$ cat src/irrs_ram.sv
// Generic single write port, single read port RAM with registered read data.
// No dependencies.
module irrs_ram #(
  parameter int unsigned WIDTH = 8,
  parameter int unsigned DEPTH = 16,
  localparam int unsigned AW = (DEPTH > 1) ? $clog2(DEPTH) : 1
) (
  input  logic             clk_i,
  input  logic             we_i,
  input  logic [AW-1:0]    waddr_i,
  input  logic [WIDTH-1:0] wdata_i,
  input  logic             re_i,
  input  logic [AW-1:0]    raddr_i,
  output logic [WIDTH-1:0] rdata_o
);

  logic [WIDTH-1:0] mem_q [DEPTH];
  logic [WIDTH-1:0] rdata_q;

  always_ff @(posedge clk_i) begin
    if (we_i) begin
      mem_q[waddr_i] <= wdata_i;
    end
    if (re_i) begin
      rdata_q <= mem_q[raddr_i];
    end
  end

  assign rdata_o = rdata_q;

endmodule

$ cat config.mk
export PLATFORM = sky130hd
export DESIGN_NAME = irrs_ram
export DESIGN_NICKNAME = d
export VERILOG_FILES = /design/src/irrs_ram.sv
export SDC_FILE = /design/constraint.sdc
export NUM_CORES = 1
export LEC_CHECK = 0
export BUFFER_PORTS_ARGS = -buffer_cell sky130_fd_sc_hd__buf_2
export CAP_MARGIN = 30
export CORE_MARGIN = 3
export CORE_UTILIZATION = 60
export CTS_BUF_LIST = sky130_fd_sc_hd__clkbuf_8
export DETAILED_ROUTE_END_ITERATION = 8
export MAX_ROUTING_LAYER = met4
export PLACE_DENSITY = 0.79
export SETUP_SLACK_MARGIN = 0.4
export SLEW_MARGIN = 0
export SYNTH_ARGS = -nofsm -noshare
export SYNTH_HDL_FRONTEND = slang
export SYNTH_SLANG_ARGS = --single-unit
$ cat constraint.sdc
create_clock -name clk_i -period 1.8 [get_ports clk_i]
set_input_delay 0.18 -clock clk_i [delete_from_list [all_inputs] [get_ports clk_i]]
set_output_delay 0.18 -clock clk_i [all_outputs]
set_load 0.005 [all_outputs]
Word-level counts from Yosys, hierarchy flattened
Memory sizes are Yosys's and may differ from the RTL's. A register that Yosys moved wholly into a read port is not among the register bits.
Cells that the tools add are included.
{"block": "word_totals", "regBits": 0, "ram_bits": 128, "inputBits": 19, "out_inout_bits": 8, "word_cells": 3, "memories": 1}
{"block": "classes", "mux": 2}
{"name": "mem_q", "depth": 16, "word_bits": 8, "rd": 1, "rd_clocked_by_memory_dff": 1, "write_ports": 1, "line_no": "17", "text": "logic [WIDTH-1:0] mem_q [DEPTH];"}
{"cell": "two-way mux 1 bit", "count": 2}

Logic depth before layout (Yosys ltp)
{"block": "logic_depth", "depth_word": 2, "depth_mapped": 5, "ltp_nobuf": 3}

Worst setup path after synthesis
No wires, ideal clock.
{"block": "synth_timing", "path_kind": "in2reg", "from": "input waddr_i[2]", "to": "memory mem_q[0][0], enable pin", "setup_ns": 0.383, "arrival_time_ns": 1.290, "required_time_ns": 1.417, "setup_slack_ns": 0.127, "path_stages": 2, "n_path_buf": 0, "path_cell_list": "or3b_2 -> nor3_1"}
{"element": "from (decl)", "line_no": "10", "text": "input logic [AW-1:0] waddr_i,"}
{"element": "to (decl)", "line_no": "17"}
No word-level cell before the write port.

==> key figures <==
Min path
  – WHS Endpoint: rdata_o[3]
  – Hold path startpoint: re_i
  – Hold Crit Depth: 1
  – Worst min path class: in2reg

Worst setup path
  – Crit path DAT: 1580 ps
  – R2R Path End: rdata_o[4]
  – Reg-to-Reg Start: mem_q[0][4]
  – Crit. End Element: flop
  – Reg2Reg Setup Slack: 380 ps
  – Critical Path RT: 1970 ps
  – Reg2Reg Depth: 3
  – CP Max Fanout: 1
  – Worst setup path category: reg2reg
  – CP Launch Type: flop
  – CP startpoint: mem_q[0][4]

CTS
  – CTS H-tree lvls: 4
  – Hold Buf Count CTS: 0
  – TritonCTS Buffers: 17
  – CTS Sinks: 136
  – CTS root buffer: clkbuf_8
  – CTS tree: done
  – Clk pin slew, worst setup/hold paths: 70 ps
  – Clock tree buffer depth: 2
  – Later-pin clock latency in the skew report: 410 ps

Route
  – Via Count: 2,480
  – DRC violations left: 0
  – Final ANT Viol Nets: 0
  – Drt first pass iters: 5
  – Vias/cell: 6.154
  – Routed len/inst: 23.57 µm
  – DRT Wirelength: 9.499 mm
  – DRT iter0 DRCs: 255

Power
  – Power Total: 6.778 mW
  – Maximum vdd drop: 0.0006249 V
  – Static leakage: 2.015 nW
  – Pwr Density: 1120 nW/µm²

Floorplan
  – Die area: 9868 µm²
  – DIE WIDTH: 99.34 µm
  – IO Count: 27
  – Core area: 8341 µm²
  – Die H: 99.34 µm
  – Initial Util: 62.68%
  – Core Rows: 33

Global routing
  – GRT met2 Usage: 33.32%
  – GRT Max-Usage Layer: met2
  – Grt met3 use: 5.610%
  – Largest net degree at the start of global routing: 33
  – GRT Total Usage: 22.12%
  – Antenna violations before repair: 0
  – First-pass GRT wire length: 15.04 mm
  – GR Overflow Total: 0
  – Met1 GRT Util: 30.02%
  – Vias in the first global route: 2,638

Place
  – Port bufs: 26
  – Detailed Place HPWL: 6.090 mm
  – Placed Area: 5569 µm²
  – GP Congestion: 0.8017
  – DP Worst Slack: 33.31 ps

Layout
  – Share of layout cells above drive strength 1: 38.59%
  – Layout fillers: 490
  – Layout Utilization: 72.53%
  – Final Cell Area: 6050 µm²
  – N_diodes: 0
  – Layout area overhead: 15.73%
  – Post-layout net count: 304

Logic synthesis
  – Mapped Area: 5228 µm²
  – Syn Nets: 248
  – Ys Warns: 0
  – #FFs+latches synth: 136
  – Sequential area share after synthesis: 78.12%
  – Post-Syn Area per Cell: 22.83 µm²
  – Post-Synthesis Cells: 229
  – Netlist cell types: 18

STA
  – Final slew viol count: 0
  – Final-report hold violation count: 0
  – Worst Tran Pin Value: 414.6 ps
  – Post-route setup TNS: 0 ps
  – Max_slew headroom: 72.36%
  – Final worst-path cycle share: 78.62%
  – Final-report setup violation count: 0
  – Worst Skew: 7.227 ps
  – Fin crit period: 1415 ps
  – F_max: 706.7 MHz
  – Final worst slack: 384.9 ps
  – RSZ-0062 raised after global routing: true

Outcome
  – Status: complete, no violations

Run
  – MaxCap Viol Count: 0
[state kept, by name, summed over array words and instances (netlist names)]
| name | count |
|---|---|
| rdata_o | 8 |
| mem_q | 128 |
[cell usage after synthesis]
cell / number / area (µm²)
nand2b_1: 2 / 12.51
or3b_2: 1 / 8.760
buf_2: 3 / 15.01
edfxtp_1: 136 / 4084
nand3b_1: 2 / 15.01
buf_6: 3 / 33.78
buf_4: 1 / 7.510
nand3_1: 1 / 5.000
nor3_1: 4 / 20.02
nand2_1: 9 / 33.78
and2b_1: 1 / 7.510
a22oi_1: 16 / 120.1
mux4_2: 18 / 405.4
nor2_1: 13 / 48.80
clkdlybuf4s25_2: 3 / 30.03
nor2b_1: 1 / 6.260
and2_1: 1 / 6.260
mux4_1: 14 / 367.9
[layer usage]
metal  wire, µm  part of all wire (%)
met3        777                   8.2
met1       3825                    40
met2       4756                    50
met4        140                   1.5
met5          0                     0
[area by class of cell]
cell class,instances,area (µm²),share of cell area (%)
clock buffer,17,234.0,3.868
multi-input combinational,83,1044,17.25
sequential,136,4084,67.51
clock inverter,15,231.5,3.826
timing repair buffer,47,325.3,5.377
tap,105,131.4,2.172
[placed cells by master (no fill, tap or decap)]
cell	netlist	routed
a22oi_1	16	10
a22oi_2	0	6
and2_1	1	1
and2b_1	1	1
buf_12	0	3
buf_2	3	26
buf_4	1	18
bufinv_16	0	6
clkbuf_8	0	17
clkinv_1	0	3
clkinv_2	0	3
clkinv_4	0	2
clkinvlp_4	0	1
edfxtp_1	136	136
mux4_1	14	1
mux4_2	18	31
nand2_1	9	9
nand2b_1	2	2
nand3_1	1	1
nand3b_1	2	2
nor2_1	13	13
nor2b_1	1	1
nor3_1	4	3
nor3_2	0	1
or3b_2	1	1
[critical path: stages, from the launching register on]
cell      delay [ps]
edfxtp_1         390
mux4_2           470
a22oi_1          230
nand2_1           80
[repair_timing]
action	CTS	global route
setup endpoints to repair	7	8
gates resized for setup	5	5
pin swaps	0	1
buffers inserted	0	0
[worst max path at each step]
stage          depth (start not counted)          end
2_1_floorplan                          2  mem_q[3][0]
3_3_place_gp                           5   rdata_o[3]
3_5_place_dp                           5   rdata_o[3]
4_1_cts                                3   rdata_o[0]
5_1_grt                                3   rdata_o[3]
6_report                               3   rdata_o[4]
[cell families (layout without fill, tap and decap cells)]
logic type,after synthesis,in the layout,share of synthesized area [%]
DFF,136,136,78.12
and+or+nand+nor,35,35,3.136
muxes,32,32,14.79
AOI/OAI and AO/OA,16,16,2.298
buffers and inverters,10,79,1.651
[where the power goes]
| group | internal (mW) | switching, mW |
|---|---|---|
| Clock | 1.77 | 1.08 |
| Sequential | 3.57 | 0.0201 |
| Combinational | 0.153 | 0.189 |
| Total | 5.49 | 1.29 |
[metrics by stage]
step                      instances  hold WS (ps)
after CTS                       403         110.8
after detailed placement        371         553.6
final                           403         130.5
after global routing            403         98.55
after global placement          371         557.2
after floorplan                 229         278.9
Note: power is estimated with default switching activity, not from simulation.
