[src/irrs_pkg.sv]
// Shared constants and types of the input record ring with statistics.
// Used by the channel interfaces, the counter bank and the top level.
package irrs_pkg;

  localparam int unsigned RING_DEPTH_DEF = 256;
  localparam int unsigned MAX_RUN_DEF    = 64;

  localparam int unsigned OP_W    = 2;
  localparam int unsigned FLAG_W  = 4;
  localparam int unsigned PAY_W   = 64;
  localparam int unsigned POS_W   = 64;
  localparam int unsigned CNT_W   = 7;
  localparam int unsigned SEL_W   = 3;
  localparam int unsigned STAT_W  = 64;
  localparam int unsigned CFG_W   = 4;
  localparam int unsigned NUM_CNT = 8;

  localparam logic [CFG_W-1:0] CAP_LOG2_RST = 4'd8;

  localparam logic [OP_W-1:0] OP_PUBLISH  = 2'd0;
  localparam logic [OP_W-1:0] OP_DRAIN    = 2'd1;
  localparam logic [OP_W-1:0] OP_SNAPSHOT = 2'd2;
  localparam logic [OP_W-1:0] OP_STAT     = 2'd3;

  localparam int unsigned CNT_PUBLISHED = 0;
  localparam int unsigned CNT_MOTION    = 1;
  localparam int unsigned CNT_DROPPED   = 5;
  localparam int unsigned CNT_DRAINS    = 6;
  localparam int unsigned CNT_CONSUMED  = 7;

  typedef struct packed {
    logic               start;
    logic [NUM_CNT-1:0] mask;
    logic [CNT_W-1:0]   amount;
    logic               query;
    logic [SEL_W-1:0]   index;
  } stat_cmd_t;

endpackage

[src/irrs_ram.sv]
// Generic single write port, single read port RAM with registered read data.
// No dependencies.
module irrs_ram #(
  parameter int unsigned WIDTH = 8,
  parameter int unsigned DEPTH = 16,
  localparam int unsigned AW = (DEPTH > 1) ? $clog2(DEPTH) : 1
) (
  input  logic             clk_i,
  input  logic             we_i,
  input  logic [AW-1:0]    waddr_i,
  input  logic [WIDTH-1:0] wdata_i,
  input  logic             re_i,
  input  logic [AW-1:0]    raddr_i,
  output logic [WIDTH-1:0] rdata_o
);

  logic [WIDTH-1:0] mem_q [DEPTH];
  logic [WIDTH-1:0] rdata_q;

  always_ff @(posedge clk_i) begin
    if (we_i) begin
      mem_q[waddr_i] <= wdata_i;
    end
    if (re_i) begin
      rdata_q <= mem_q[raddr_i];
    end
  end

  assign rdata_o = rdata_q;

endmodule

[src/irrs_stats.sv]
// Bank of eight wrapping 64-bit event counters kept in a RAM, updated by
// read-modify-write one counter at a time. Depends on irrs_pkg and irrs_ram.
module irrs_stats import irrs_pkg::*; (
  input  logic              clk_i,
  input  logic              rst_ni,
  input  stat_cmd_t         cmd_i,
  output logic              busy_o,
  output logic [STAT_W-1:0] value_o
);

  localparam logic [1:0] ST_IDLE = 2'd0;
  localparam logic [1:0] ST_RD   = 2'd1;
  localparam logic [1:0] ST_WR   = 2'd2;

  logic [1:0]         st_q, st_d;
  logic [NUM_CNT-1:0] mask_q, mask_d;
  logic [CNT_W-1:0]   amt_q, amt_d;
  logic [SEL_W-1:0]   idx_q, idx_d;
  logic [NUM_CNT-1:0] vld_q, vld_d;
  logic               qv_q, qv_d;
  logic [SEL_W-1:0]   low_idx;
  logic               re;
  logic [SEL_W-1:0]   raddr;
  logic               we;
  logic [STAT_W-1:0]  wdata;
  logic [STAT_W-1:0]  rdata;
  logic [STAT_W-1:0]  old_val;

  always_comb begin
    low_idx = '0;
    for (int i = NUM_CNT - 1; i >= 0; i--) begin
      if (mask_q[i]) begin
        low_idx = SEL_W'(i);
      end
    end
  end

  assign old_val = vld_q[idx_q] ? rdata : '0;

  always_comb begin
    st_d   = st_q;
    mask_d = mask_q;
    amt_d  = amt_q;
    idx_d  = idx_q;
    vld_d  = vld_q;
    qv_d   = qv_q;
    re     = 1'b0;
    raddr  = low_idx;
    we     = 1'b0;
    wdata  = old_val + ((idx_q == SEL_W'(CNT_CONSUMED)) ? STAT_W'(amt_q) : STAT_W'(1));
    case (st_q)
      ST_IDLE: begin
        if (cmd_i.query) begin
          re    = 1'b1;
          raddr = cmd_i.index;
          qv_d  = vld_q[cmd_i.index];
        end
        if (cmd_i.start && (cmd_i.mask != '0)) begin
          mask_d = cmd_i.mask;
          amt_d  = cmd_i.amount;
          st_d   = ST_RD;
        end
      end
      ST_RD: begin
        re    = 1'b1;
        idx_d = low_idx;
        st_d  = ST_WR;
      end
      ST_WR: begin
        we             = 1'b1;
        vld_d[idx_q]   = 1'b1;
        mask_d[idx_q]  = 1'b0;
        st_d           = (mask_d != '0) ? ST_RD : ST_IDLE;
      end
      default: begin
        st_d = ST_IDLE;
      end
    endcase
  end

  always_ff @(posedge clk_i or negedge rst_ni) begin
    if (!rst_ni) begin
      st_q   <= ST_IDLE;
      mask_q <= '0;
      vld_q  <= '0;
      qv_q   <= 1'b0;
    end else begin
      st_q   <= st_d;
      mask_q <= mask_d;
      vld_q  <= vld_d;
      qv_q   <= qv_d;
    end
  end

  always_ff @(posedge clk_i) begin
    amt_q <= amt_d;
    idx_q <= idx_d;
  end

  irrs_ram #(
    .WIDTH (STAT_W),
    .DEPTH (NUM_CNT)
  ) u_cnt_ram (
    .clk_i   (clk_i),
    .we_i    (we),
    .waddr_i (idx_q),
    .wdata_i (wdata),
    .re_i    (re),
    .raddr_i (raddr),
    .rdata_o (rdata)
  );

  assign busy_o  = (st_q != ST_IDLE);
  assign value_o = qv_q ? rdata : '0;

endmodule

[config.mk]
export PLATFORM = sky130hd
export DESIGN_NAME = irrs_stats
export DESIGN_NICKNAME = d
export VERILOG_FILES = /design/src/irrs_pkg.sv /design/src/irrs_ram.sv /design/src/irrs_stats.sv
export SDC_FILE = /design/constraint.sdc
export NUM_CORES = 1
export LEC_CHECK = 0
export BUFFER_PORTS_ARGS = -buffer_cell sky130_fd_sc_hd__buf_2
export CORE_MARGIN = 2
export CORE_UTILIZATION = 45
export DETAILED_ROUTE_END_ITERATION = 12
export PLACE_DENSITY = 0.69
export SYNTH_ARGS = -nofsm -noshare
export SYNTH_HDL_FRONTEND = slang
export SYNTH_SLANG_ARGS = --single-unit
[constraint.sdc]
create_clock -name clk_i -period 17.7 [get_ports clk_i]
set_input_delay 3.54 -clock clk_i [delete_from_list [all_inputs] [get_ports clk_i]]
set_output_delay 3.54 -clock clk_i [all_outputs]
set_load 0.02 [all_outputs]
# After elaboration in Yosys (flattened, before gate mapping)
# Memory sizes are Yosys's and may differ from the RTL's. A register that Yosys moved wholly into a read port is not among the register bits.
# Cells that the tools add are included.
# totals
reg_bits	29
ram_bits	512
in_bits	22
output_inout_bits	65
elab_cells	57
mem_count	1
# mem_list
memory	words	word_bits	read_ports	rd_ports_with_merged_regs	write_ports	line_no	source
u_cnt_ram.mem_q	8	64	1	1	1	irrs_ram.sv:17	logic [WIDTH-1:0] mem_q [DEPTH];
# classes
addsub	1
magnitude_cmp	3
eq_ne	4
n_mux	29
bitwise_logic	3
reduce_logical	10
# ops
operator	count
$mux 64	2
$add 64x7->64	1
$mux 3	10
$pmux 8 s2	1
$reduce_bool 8->1	2
$and 8x8->8	1
$lt 3x4->1 const B	2
$mux 1	8
$mux 8	1
$not 8->8	1
$or 8x8->8	1
$mux 7	1
$bmux 1 s3	2
$pmux 2 s3	1
$reduce_and 2->1	3
$reduce_bool 2->1	2
$demux 1 s3	1
$eq 3x3->1 const B	1
$ge 3x1->1 const B	1
$eq 2x1->1 const B	1
$eq 2x2->1 const B	1
$logic_and 1x1->1	2
$logic_not 2->1	1
$mux 2	1
other kinds (2)	2

# Logic depth before layout (Yosys ltp)
# Gate-level depths: netlist of the first run.
# depth
depth_word	10
ltp_mapped	13
ltp_nobuf	11

# Hierarchy
# A second synthesis of the first run with hierarchy kept.
# unflattened
hier_cells	1375
area_unflattened_um2	25177.9
# modules_own_cells
mod	instances	cells_each	area_each_um2	seq_area_each_um2
irrs_ram	1	816	21187.8	17296.6
irrs_stats	1	559	3990.1	775.7

# Worst setup path after synthesis of the first run
# Ideal clock, no wire load.
# synth_path
path_kind	input port to flip-flop
start	in cmd_i[3] (netlist bit)
end	reg u_cnt_ram.rdata_q[0], in the netlist u_cnt_ram.rdata_o[0] (read register of u_cnt_ram.mem_q) (enable)
arrival_ns	6.257
required_ns	17.214
slack_ns	10.957
stages	2
n_path_buf	0
path_cell_list	nor2_1 > nor2_1
# synth_via
elab_chain_cells	2
word_cells_on_any_way	4
classes_between	mux (4)
# synth_lines
element	line_no	source
start: declaration	irrs_stats.sv:6	input stat_cmd_t cmd_i,
$mux 1	irrs_stats.sv:53	if (cmd_i.query) begin
$pmux 1 s2	irrs_stats.sv:51	case (st_q)
net re	irrs_stats.sv:22	logic re;
end: declaration	irrs_ram.sv:18	logic [WIDTH-1:0] rdata_q;
# The timed path passes the listed nets, and every way through them passes these cells.
# A chain may end at the register's enable or synchronous reset.

# Final worst setup path of the first run
# layout_path
start	in cmd_i[3] (netlist bit)
end	reg u_cnt_ram.rdata_q[24], in the netlist u_cnt_ram.rdata_o[24] (read register of u_cnt_ram.mem_q), data pin
# layout_via
elab_chain_cells	2
word_cells_on_any_way	4
classes_between	mux (4)
# layout_lines
element	line_no
$mux 1 or $mux 3 (tied branches)	irrs_stats.sv:53
$pmux 1 s2 or $mux 3 (tied branches)	irrs_stats.sv:51
# Parallel ways exist; a longest one is shown, timed or not.

==> impl_metrics.toml, run 1 <==
[cells_and_area]
fillers = 4702
final_cells = 2513
register_area_um2 = 18100
multiInputGateArea_um2 = 7540
drive_gt1_share_pct = 16.6
syn_to_final_growth_pct = 11.2
final_util_pct = 50.5
fin_nets = 1730
antenna_cells = 0
stdcell_area_um2 = 29100

[cts]
clkSinkCount = 605
clk_latency_ns = 0.62
ctsResizeCount = 0
cts_tree = "done"
clk_path_buf_depth = 3
path_clk_slew_ns = 0.06
htree_levels = 2
cts_root_buf = "clkbuf_16"
cts_made_buffers = 59
post_cts_buffers = 0
cts_hold_buf = 0

[sta]
worst_pin_slew_ns = 1.17
period_share_pct = 37.0
report.final.slew_viol_count = 0
hold_violations = 0
fin_setup_tns_ns = 0
worst_hold_slack_ns = 0.505
max_freq_ghz = 0.153
period_minus_slack_ns = 6.56
relSlewSlack_pct = 21.7
timing.final.ws_setup_ns = 11.14
rsz0062_at_grt = "no"
clock_skew_ns = 0.0213
setup_violations = 0

[placement]
port_buffers = 86
placed_cell_area_um2 = 27300
dp_slack_ns = 10.56
gp_congestion = 0.796
hpwlAfterDp_um = 30100
placed_cells = 2404

[worst_setup_path]
worst_setup_path_start_kind = "input port"
crit_path_max_fanout = 138
crit_type = "in2reg"
worstReg2RegStart = "idx_q[0]"
crit_path_end_kind = "flop"
worst-endpoint-required_ns = 18.06
cp_data_arrival_time_ns = 6.91
worstSetupStartpoint = "cmd_i[3]"

[yosys]
yosys.area.top_type_share_pct = 67.3
synth_seq_cells = 605
syn_nets = 1637
yosysSeqAreaShare_pct = 69.1
yosysMostFrequentCell = "edfxtp_1"
syn_inst = 1607
synth-edff-count = 586
syn_avg_cell_area_um2 = 16.3
synthDistinctLibCells = 53
syn_area_um2 = 26200
synth_ff_type = "edfxtp_1"
synth.top_cells.by_area = "edfxtp_1 (67%), mux2i_1 (15%), mux2_2 (2.8%)"
async_flop_share_pct = 3.14
ys_warn_count = 0
synth_commonest_cells = "edfxtp_1 (586), mux2i_1 (388), and2_1 (77)"
synth_area_leader_cell = "edfxtp_1"

[grt]
grt_pass1_vias = 14400
grt_pass1_wl_um = 85200
antenna_found_initial = 0
grt_max_degree = 139
track_usage_pct = 18.7
grt_overflow = 0

[drt]
viasPerCell = 5.53
vias = 13900
wire_per_inst_um = 22.4
first_iter_violations = 973
ant_nets = 0
first_pass_iters = 5
totalWireLength_um = 56200
drc_errors = 0

[die]
die_w_um = 245
die_h_um = 245
rows = 88
die-area_um2 = 60100
coreArea_um2 = 57600
io_pins = 87
start_util_pct = 45.4

[worst_hold_path]
min_from = "vld_q[5]"
hold_class = "reg2reg"

[power]
ir_drop_uv = 172
power_mw = 5.84
leakage_nw = 10.4
p_per_area_nw_per_um2 = 201

[flow_run]
drv_cap = 0

[outcome]
status = "completed"
cell families after synthesis:
group / after synthesis / share of synthesized area (%)
adders and majority gates: 8 / 0.411
DFF: 605 / 69.1
xor gates and xnor gates: 59 / 1.98
AOI/OAI and AO/OA: 61 / 1.51
and+or+nand+nor: 320 / 6.51
buffers and inverters: 96 / 2.44
muxes: 458 / 18.0
sequential cells by signal, summed over array words and instances (netlist names):
name / cells
mask_q: 8
vld_q: 8
idx_q: 3
u_cnt_ram.mem_q: 512
amt_q: 7
u_cnt_ram.rdata_o: 64
st_q: 2
qv_q: 1
critical path, stage by stage:
cell,delay (ns)
buf_2,0.09
nor3b_2,0.49
o31a_2,0.21
buf_4,0.86
buf_12,0.75
mux2i_1,0.32
mux2i_1,0.12
mux2_2,0.30
report_power, final:
part / internal (mW) / leakage [nW] / switching [mW]
sequential: 2.24 / 5.61 / 0.212
clock: 0.685 / 0.893 / 0.514
combinational: 0.867 / 3.88 / 1.32
total: 3.80 / 10.4 / 2.04
placed cells by master, fill, tap and decap left out, types with 17 or more instances in the layout:
cell type | Yosys | layout
dfrtp_1 | 19 | 18
nand3_1 | 23 | 23
nand4_1 | 18 | 18
buf_2 | 13 | 86
mux2_2 | 65 | 65
clkbuf_16 | 0 | 59
nor2_1 | 76 | 69
edfxtp_1 | 586 | 586
nor3_1 | 36 | 34
and2_1 | 77 | 77
xnor2_1 | 55 | 55
buf_4 | 6 | 24
inv_1 | 17 | 17
mux2i_1 | 388 | 386
clkbuf_1 | 24 | 18
nand2_1 | 32 | 32
worst paths after layout:
kind	slack, ns	cells past startpoint	end
min in group asynchronous	2.87	1	vld_q[6]
setup reg to reg	12.48	10	u_cnt_ram.mem_q[7][34]
max in group asynchronous	14.48	1	qv_q
hold reg to reg	0.51	1	vld_q[5]
hold / removal	0.51	1	vld_q[5]
setup / recovery	11.14	8	u_cnt_ram.rdata_o[24]
cell type report:
type	count	area share (%)
clock inverters	32	0.963
well taps	765	3.29
repair buffers	111	2.17
inverters	17	0.219
clock buffers	77	5.31
multi-input cells	906	25.9
flip-flops and latches	605	62.1
routing by layer:
layer	vias to the layer above	track usage (%)	part of all wire (%)
met5	-	0	0
met4	0	5.63	1.9
met3	88	3.06	6.1
met2	435	31.8	49
met1	7041	24.7	43
li1	6338	-	-
No activity file was read; power rests on OpenSTA's default activity.
==> inputs of run 2 (changes only) <==
--- a/config.mk
+++ b/config.mk
@@ -5,6 +5,7 @@
 export SDC_FILE = /design/constraint.sdc
 export NUM_CORES = 1
 export LEC_CHECK = 0
+export ABC_AREA = 1
 export BUFFER_PORTS_ARGS = -buffer_cell sky130_fd_sc_hd__buf_2
 export CORE_MARGIN = 2
 export CORE_UTILIZATION = 45
==> constraint.sdc (replaced) <==
create_clock -name clk_i -period 6.7 [get_ports clk_i]
set_input_delay 1.34 -clock clk_i [delete_from_list [all_inputs] [get_ports clk_i]]
set_output_delay 1.34 -clock clk_i [all_outputs]
set_load 0.02 [all_outputs]
==> run 2 against run 1 <==
Net effect: area after synthesis up 11%; utilization down 0.26 points; total power rose to 2.6 times the previous value; register-to-register slack worse by 10 ns; global-route usage up 3.9 points; sequential share of layout area down 6.0 points; worst setup slack worse by 9.0 ns; clock skew down 0.0059 ns; critical path depth up 7; die area up 11%; sequential cell count unchanged.
==> impl_metrics.toml, run 2 <==
[worst_hold_path]
whs_path_depth = 2
worstHoldEndpoint = "vld_q[0]"
min_from = "vld_q[0]"
hold_class = "reg2reg"

[sta]
report.final.slew_viol_count = 0
worst_pin_slew_ns = 1.29
clock_skew_ns = 0.0153
hold_violations = 0
setup_violations = 0
period_share_pct = 67.9
rsz0062_at_grt = "no"
max_freq_ghz = 0.220
relSlewSlack_pct = 14.1
fin_setup_tns_ns = 0
period_minus_slack_ns = 4.55

[cts]
post_cts_buffers = 0
cts_tree = "done"
cts_root_buf = "clkbuf_16"
ctsResizeCount = 0
path_clk_slew_ns = 0.06
cts_hold_buf = 0
clk_path_buf_depth = 3
clkSinkCount = 605
cts_made_buffers = 61
htree_levels = 2
clk_latency_ns = 0.63

[drt]
wire_per_inst_um = 18.5
vias = 21200
drc_errors = 0
first_iter_violations = 1952
first_pass_iters = 5
ant_nets = 0
totalWireLength_um = 75500
viasPerCell = 5.19

[worst_setup_path]
crit_buf_inv = 1
slowest_delay_ns = 0.75
worst_setup_path_start_kind = "flop"
crit_type = "reg2reg"
crit_chain = "inv_2 -> nand2_1 -> nand3_1 -> nand2_1 -> nor2_4 -> nor2_1 -> ha_1 -> fa_1 -> nand2_1 -> nand3_1 -> nand3_1 -> nand2_2 -> nand2_1 -> nor2_4 -> xor2_1"
worstReg2RegStart = "idx_q[0]"
rr_worst_depth = 15
rrSetupSlack_ns = 2.15
r2r_end = "u_cnt_ram.mem_q[1][26]"
cp_common_cell = "nand2_1"
cp_data_arrival_time_ns = 4.87
critPathTopFamily = "simple AND/OR/NAND/NOR gates"
crit_path_end_kind = "flop"
crit_path_max_fanout = 30
cp_slowest_cell = "nor2_4"
worst-endpoint-required_ns = 7.02

[grt]
grt_pass1_wl_um = 116000
grt_max_degree = 221
grt_overflow = 0
grt_pass1_vias = 19800
track_usage_pct = 22.7
antenna_found_initial = 0

[cells_and_area]
final_common_cell = "nand2_1"
drive_gt1_share_pct = 8.56
layout_common_cells = "nand2_1 (1353), edfxtp_1 (586), nand3_1 (318), inv_1 (276), nor2_1 (186)"
fillers = 5801
largest_reg_flops = 512
stdcell_area_um2 = 32200
syn_to_final_growth_pct = 10.9
fin_nets = 3203
regMostFlops = "u_cnt_ram.mem_q"
antenna_cells = 0

[yosys]
synth_area_leader_cell = "edfxtp_1"
synth_ff_type = "edfxtp_1"
yosysMostFrequentCell = "nand2_1"
syn_avg_cell_area_um2 = 9.24
syn_inst = 3144
yosysSeqAreaShare_pct = 62.2
ys_warn_count = 0
yosys.area.top_type_share_pct = 60.5
synth.top_cells.by_area = "edfxtp_1 (61%), nand2_1 (18%), nand3_1 (5.5%)"
async_flop_share_pct = 3.14
syn_nets = 3174
synthDistinctLibCells = 39
syn_area_um2 = 29100
synth_seq_cells = 605
synth-edff-count = 586
synth_commonest_cells = "nand2_1 (1356), edfxtp_1 (586), nand3_1 (318)"

[power]
power_switching_mw = 6.09
pwr-share-seq_pct = 38.9
p_comb_share_pct = 39.3
p_per_area_nw_per_um2 = 474
ir_drop_uv = 486
leakage_nw = 14.0
switching_share_pct = 39.9
internal_power_mw = 9.18
clkPwrFrac_pct = 21.8

[die]
die-area_um2 = 66600
die_w_um = 258
coreArea_um2 = 64100
start_util_pct = 45.3
io_pins = 87
die_h_um = 258
rows = 93

[flow_run]
drv_cap = 0

[outcome]
status = "completed"

[placement]
hpwlAfterDp_um = 44100
port_buffers = 86
gp_congestion = 0.944
placed_cell_area_um2 = 30300
==> run 2: logic make-up (layout without fill, tap and decap cells) <==
kind of cell,Yosys count,in the layout,synth area share [%]
buffers and inverters,429,508,6.02
and+or+nand+nor,2019,2019,29.5
xor gates and xnor gates,31,31,0.934
adders and majority gates,8,8,0.370
AOI/OAI and AO/OA,52,52,0.981
DFF,605,605,62.2
==> run 2: layer usage <==
metal / part of all wire (%) / global-route usage, % / wire [um]
met5: 0 / 0 / 0
met2: 46 / 36.5 / 34900
met4: 2.9 / 7.82 / 2210
met3: 7.2 / 2.59 / 5440
met1: 44 / 32.0 / 32900
==> run 2: through the flow <==
stage	instances	utilization (%)	hold slack (ns)	worst slack [ns]	power [mW]
6_report	4078	50.3	0.478	2.15	15.3
5_1_grt	4078	50.3	0.505	1.91	16.3
4_1_cts	4078	50.3	0.479	2.22	15.3
3_5_place_dp	3965	47.2	0.465	2.25	12.0
3_3_place_gp	3965	47.2	0.459	2.33	11.9
2_1_floorplan	3144	-	0.436	1.68	10.4
==> run 2: layout make-up <==
| type | count | area [um2] | share of cell area [%] |
|---|---|---|---|
| flip-flops and latches | 605 | 18100 | 56.1 |
| multi-input cells | 2110 | 9360 | 29.1 |
| clock buffers | 74 | 1650 | 5.11 |
| well taps | 855 | 1070 | 3.32 |
| inverters | 279 | 1050 | 3.26 |
| repair buffers | 116 | 706 | 2.19 |
| clock inverters | 39 | 314 | 0.975 |
==> run 2: how the worst max path moves through the flow <==
stage                        start                endpoint  slack [ns]  cells after the start
final                     idx_q[0]  u_cnt_ram.mem_q[1][26]        2.15                     15
after global routing      idx_q[0]  u_cnt_ram.mem_q[2][26]        1.91                     16
after CTS                 idx_q[0]  u_cnt_ram.mem_q[2][26]        2.22                     15
after detailed placement  idx_q[0]  u_cnt_ram.mem_q[5][26]        2.25                     15
after global placement    idx_q[0]  u_cnt_ram.mem_q[4][29]        2.33                     17
after floorplan           cmd_i[3]    u_cnt_ram.rdata_o[0]        1.68                      2
==> run 2: power groups by stage <==
stage / clock network (mW) / logic [mW] / registers (mW)
after floorplan: 0 / 4.56 / 5.80
after global placement: 0 / 5.89 / 5.98
after detailed placement: 0 / 5.98 / 6.00
after CTS: 3.38 / 6.00 / 5.93
after global routing: 3.51 / 6.82 / 6.01
final: 3.33 / 6.00 / 5.94
==> run 2: worst register-to-register path, cell delays in order (launching register included) <==
cell	delay, ns
edfxtp_1	0.54
inv_2	0.18
nand2_1	0.06
nand3_1	0.12
nand2_1	0.12
nor2_4	0.75
nor2_1	0.13
ha_1	0.26
fa_1	0.50
nand2_1	0.11
nand3_1	0.19
nand3_1	0.17
nand2_2	0.12
nand2_1	0.25
nor2_4	0.12
xor2_1	0.64
==> inputs of run 3 (changes only) <==
--- a/config.mk
+++ b/config.mk
@@ -5,12 +5,12 @@
 export SDC_FILE = /design/constraint.sdc
 export NUM_CORES = 1
 export LEC_CHECK = 0
-export ABC_AREA = 1
+export ABC_AREA = 0
 export BUFFER_PORTS_ARGS = -buffer_cell sky130_fd_sc_hd__buf_2
 export CORE_MARGIN = 2
 export CORE_UTILIZATION = 45
 export DETAILED_ROUTE_END_ITERATION = 12
-export PLACE_DENSITY = 0.69
+export PLACE_DENSITY = 0.71
 export SYNTH_ARGS = -nofsm -noshare
 export SYNTH_HDL_FRONTEND = slang
 export SYNTH_SLANG_ARGS = --single-unit
==> constraint.sdc (replaced) <==
create_clock -name clk_i -period 3.7 [get_ports clk_i]
set_input_delay 0.74 -clock clk_i [delete_from_list [all_inputs] [get_ports clk_i]]
set_output_delay 0.74 -clock clk_i [all_outputs]
set_load 0.02 [all_outputs]
==> run 3 against run 2 <==
Net effect: register-to-register slack lost 2.0 ns; utilization grew 2.2 points; total power grew 92%; critical endpoint is now u_cnt_ram.mem_q[5][58]; critical path depth shrank 2; critical path type unchanged; clock skew grew 0.0021 ns; worst setup slack lost 2.0 ns.
==> impl_metrics.toml, run 3 (synthesis results as in run 1) <==
[cts]
clk_path_buf_depth = 3
clkSinkCount = 605
clk_latency_ns = 0.62
cts_tree = "done"
path_clk_slew_ns = 0.06
htree_levels = 2
cts_made_buffers = 60
cts_root_buf = "clkbuf_16"

[worst_setup_path]
path_depth = 13
slowest_delay_ns = 0.53
worst_setup_path_start_kind = "flop"
rr_worst_depth = 13
endpoint = "u_cnt_ram.mem_q[5][58]"
crit_path_max_fanout = 8
critPathTopFamily = "multiplexers"
r2r_end = "u_cnt_ram.mem_q[5][58]"
crit_chain = "mux4_2 -> mux2_4 -> buf_4 -> and2_1 -> ha_1 -> o21ai_1 -> o21ai_1 -> a21oi_2 -> buf_4 -> buf_4 -> nor4_2 -> xnor2_1 -> nor2_2"
crit_type = "reg2reg"
cp_slowest_cell = "mux4_2"
cp_common_cell = "buf_4"
crit_buf_inv = 3
rrSetupSlack_ns = 0.14
worstSetupStartpoint = "idx_q[0]"
worstReg2RegStart = "idx_q[0]"
cp_data_arrival_time_ns = 3.97
worst-endpoint-required_ns = 4.11
crit_path_end_kind = "flop"

[power]
p_per_area_nw_per_um2 = 971
leakage_nw = 10.8
power_mw = 29.3
ir_drop_uv = 623

[cells_and_area]
final_common_cell = "edfxtp_1"
multiInputGateArea_um2 = 7780
antenna_cells = 0
syn_to_final_growth_pct = 15.5
fillers = 4575
drive_gt1_share_pct = 23.2
layout_common_cells = "edfxtp_1 (586), mux2i_1 (385), buf_2 (86), and2_1 (77), mux2_2 (64)"
regMostFlops = "u_cnt_ram.mem_q"
largest_reg_flops = 512
stdcell_area_um2 = 30200
register_area_um2 = 18100
fin_nets = 1784

[drt]
first_pass_iters = 5
wl_met2_um = 28100
routed-wl-met3_um = 3610
dr.max_layer_used = "met4"
vias = 14300
totalWireLength_um = 58000
drt-met1-wl_um = 25000
ant_nets = 0
wire_per_inst_um = 22.6
first_iter_violations = 1187
drc_errors = 0
viasPerCell = 5.55

[grt]
grt_max_degree = 66
grt_pass1_vias = 14500
grt_overflow = 0
antenna_found_initial = 1
track_usage_pct = 19.2
grt_pass1_wl_um = 87100

[placement]
hpwlAfterDp_um = 33100
placed_cell_area_um2 = 28000
port_buffers = 86
dp_slack_ns = -0.132
gp_congestion = 0.804

[die]
io_pins = 87
start_util_pct = 45.4
die-area_um2 = 60100
coreArea_um2 = 57600
die_h_um = 245
rows = 88
die_w_um = 245

[sta]
clock_skew_ns = 0.0175
max_freq_ghz = 0.281
period_minus_slack_ns = 3.56
timing.final.ws_setup_ns = 0.140
hold_violations = 0
worst_pin_slew_ns = 0.919
report.final.slew_viol_count = 0
relSlewSlack_pct = 38.5
worst_hold_slack_ns = 0.0687
setup_violations = 0
period_share_pct = 96.2

[outcome]
status = "completed"

[worst_hold_path]
hold_class = "in2async"

[flow_run]
drv_cap = 0
==> run 3: per-layer routing <==
metal  up-vias  global-route usage [%]
li1       6447                       -
met1      7244                    26.3
met2       468                    31.7
met3        92                    3.23
met4         0                    5.15
met5         -                       0
==> run 3: how the worst min path moves through the flow <==
stage	startpoint	endpoint	slack [ns]	depth (start not counted)
2_1_floorplan	rst_ni	mask_q[0]	0.44	0
3_3_place_gp	vld_q[7]	vld_q[7]	0.47	1
3_5_place_dp	vld_q[0]	vld_q[0]	0.49	1
4_1_cts	rst_ni	mask_q[6]	0.05	1
5_1_grt	rst_ni	mask_q[4]	0.07	1
6_report	rst_ni	mask_q[4]	0.07	1
==> run 3: cell type report <==
type                            instances  share of cell area, %
Sequential cell                       605                   59.8
Clock buffer                           71                   5.18
Inverter                               17                  0.211
Tap cell                              765                   3.17
Clock inverter                         40                   1.23
Multi-Input combinational cell        906                   25.8
Timing Repair Buffer                  164                   4.61
==> run 3: stage by stage <==
| step | std cells | utilization [%] | setup TNS, ns |
|---|---|---|---|
| floorplan | 1607 | - | -13.49 |
| global placement | 2452 | 48.7 | -2.51 |
| detailed placement | 2452 | 48.7 | -16.19 |
| CTS | 2567 | 52.2 | -0.0170 |
| global route | 2568 | 52.5 | -0.403 |
| finish | 2568 | 52.5 | 0 |
==> run 3: worst reg2reg max path, delay by kind of cell (launching register included) <==
family,cells,cell delay (ns)
multiplexers,2,0.84
adder cells (fa/ha/maj),1,0.34
AND/OR/NAND/NOR,3,0.67
buffers and inverters,3,0.52
AO/OA/AOI/OAI,3,0.47
flip-flops,1,0.42
XOR/XNOR,1,0.11
==> run 3: repair_timing <==
item,in CTS,in global routing
endpoints found under the hold margin,0,0
setup endpoints to repair,392,448
hold buffers,0,0
buffers inserted,4,1
pin swaps,5,11
gates resized for setup,24,38
==> run 3: power by group <==
part / internal, mW / total, mW / switching [mW]
clock: 3.49 / 6.00 / 2.51
combinational: 4.85 / 11.6 / 6.80
sequential: 10.7 / 11.7 / 0.962
total: 19.0 / 29.3 / 10.3
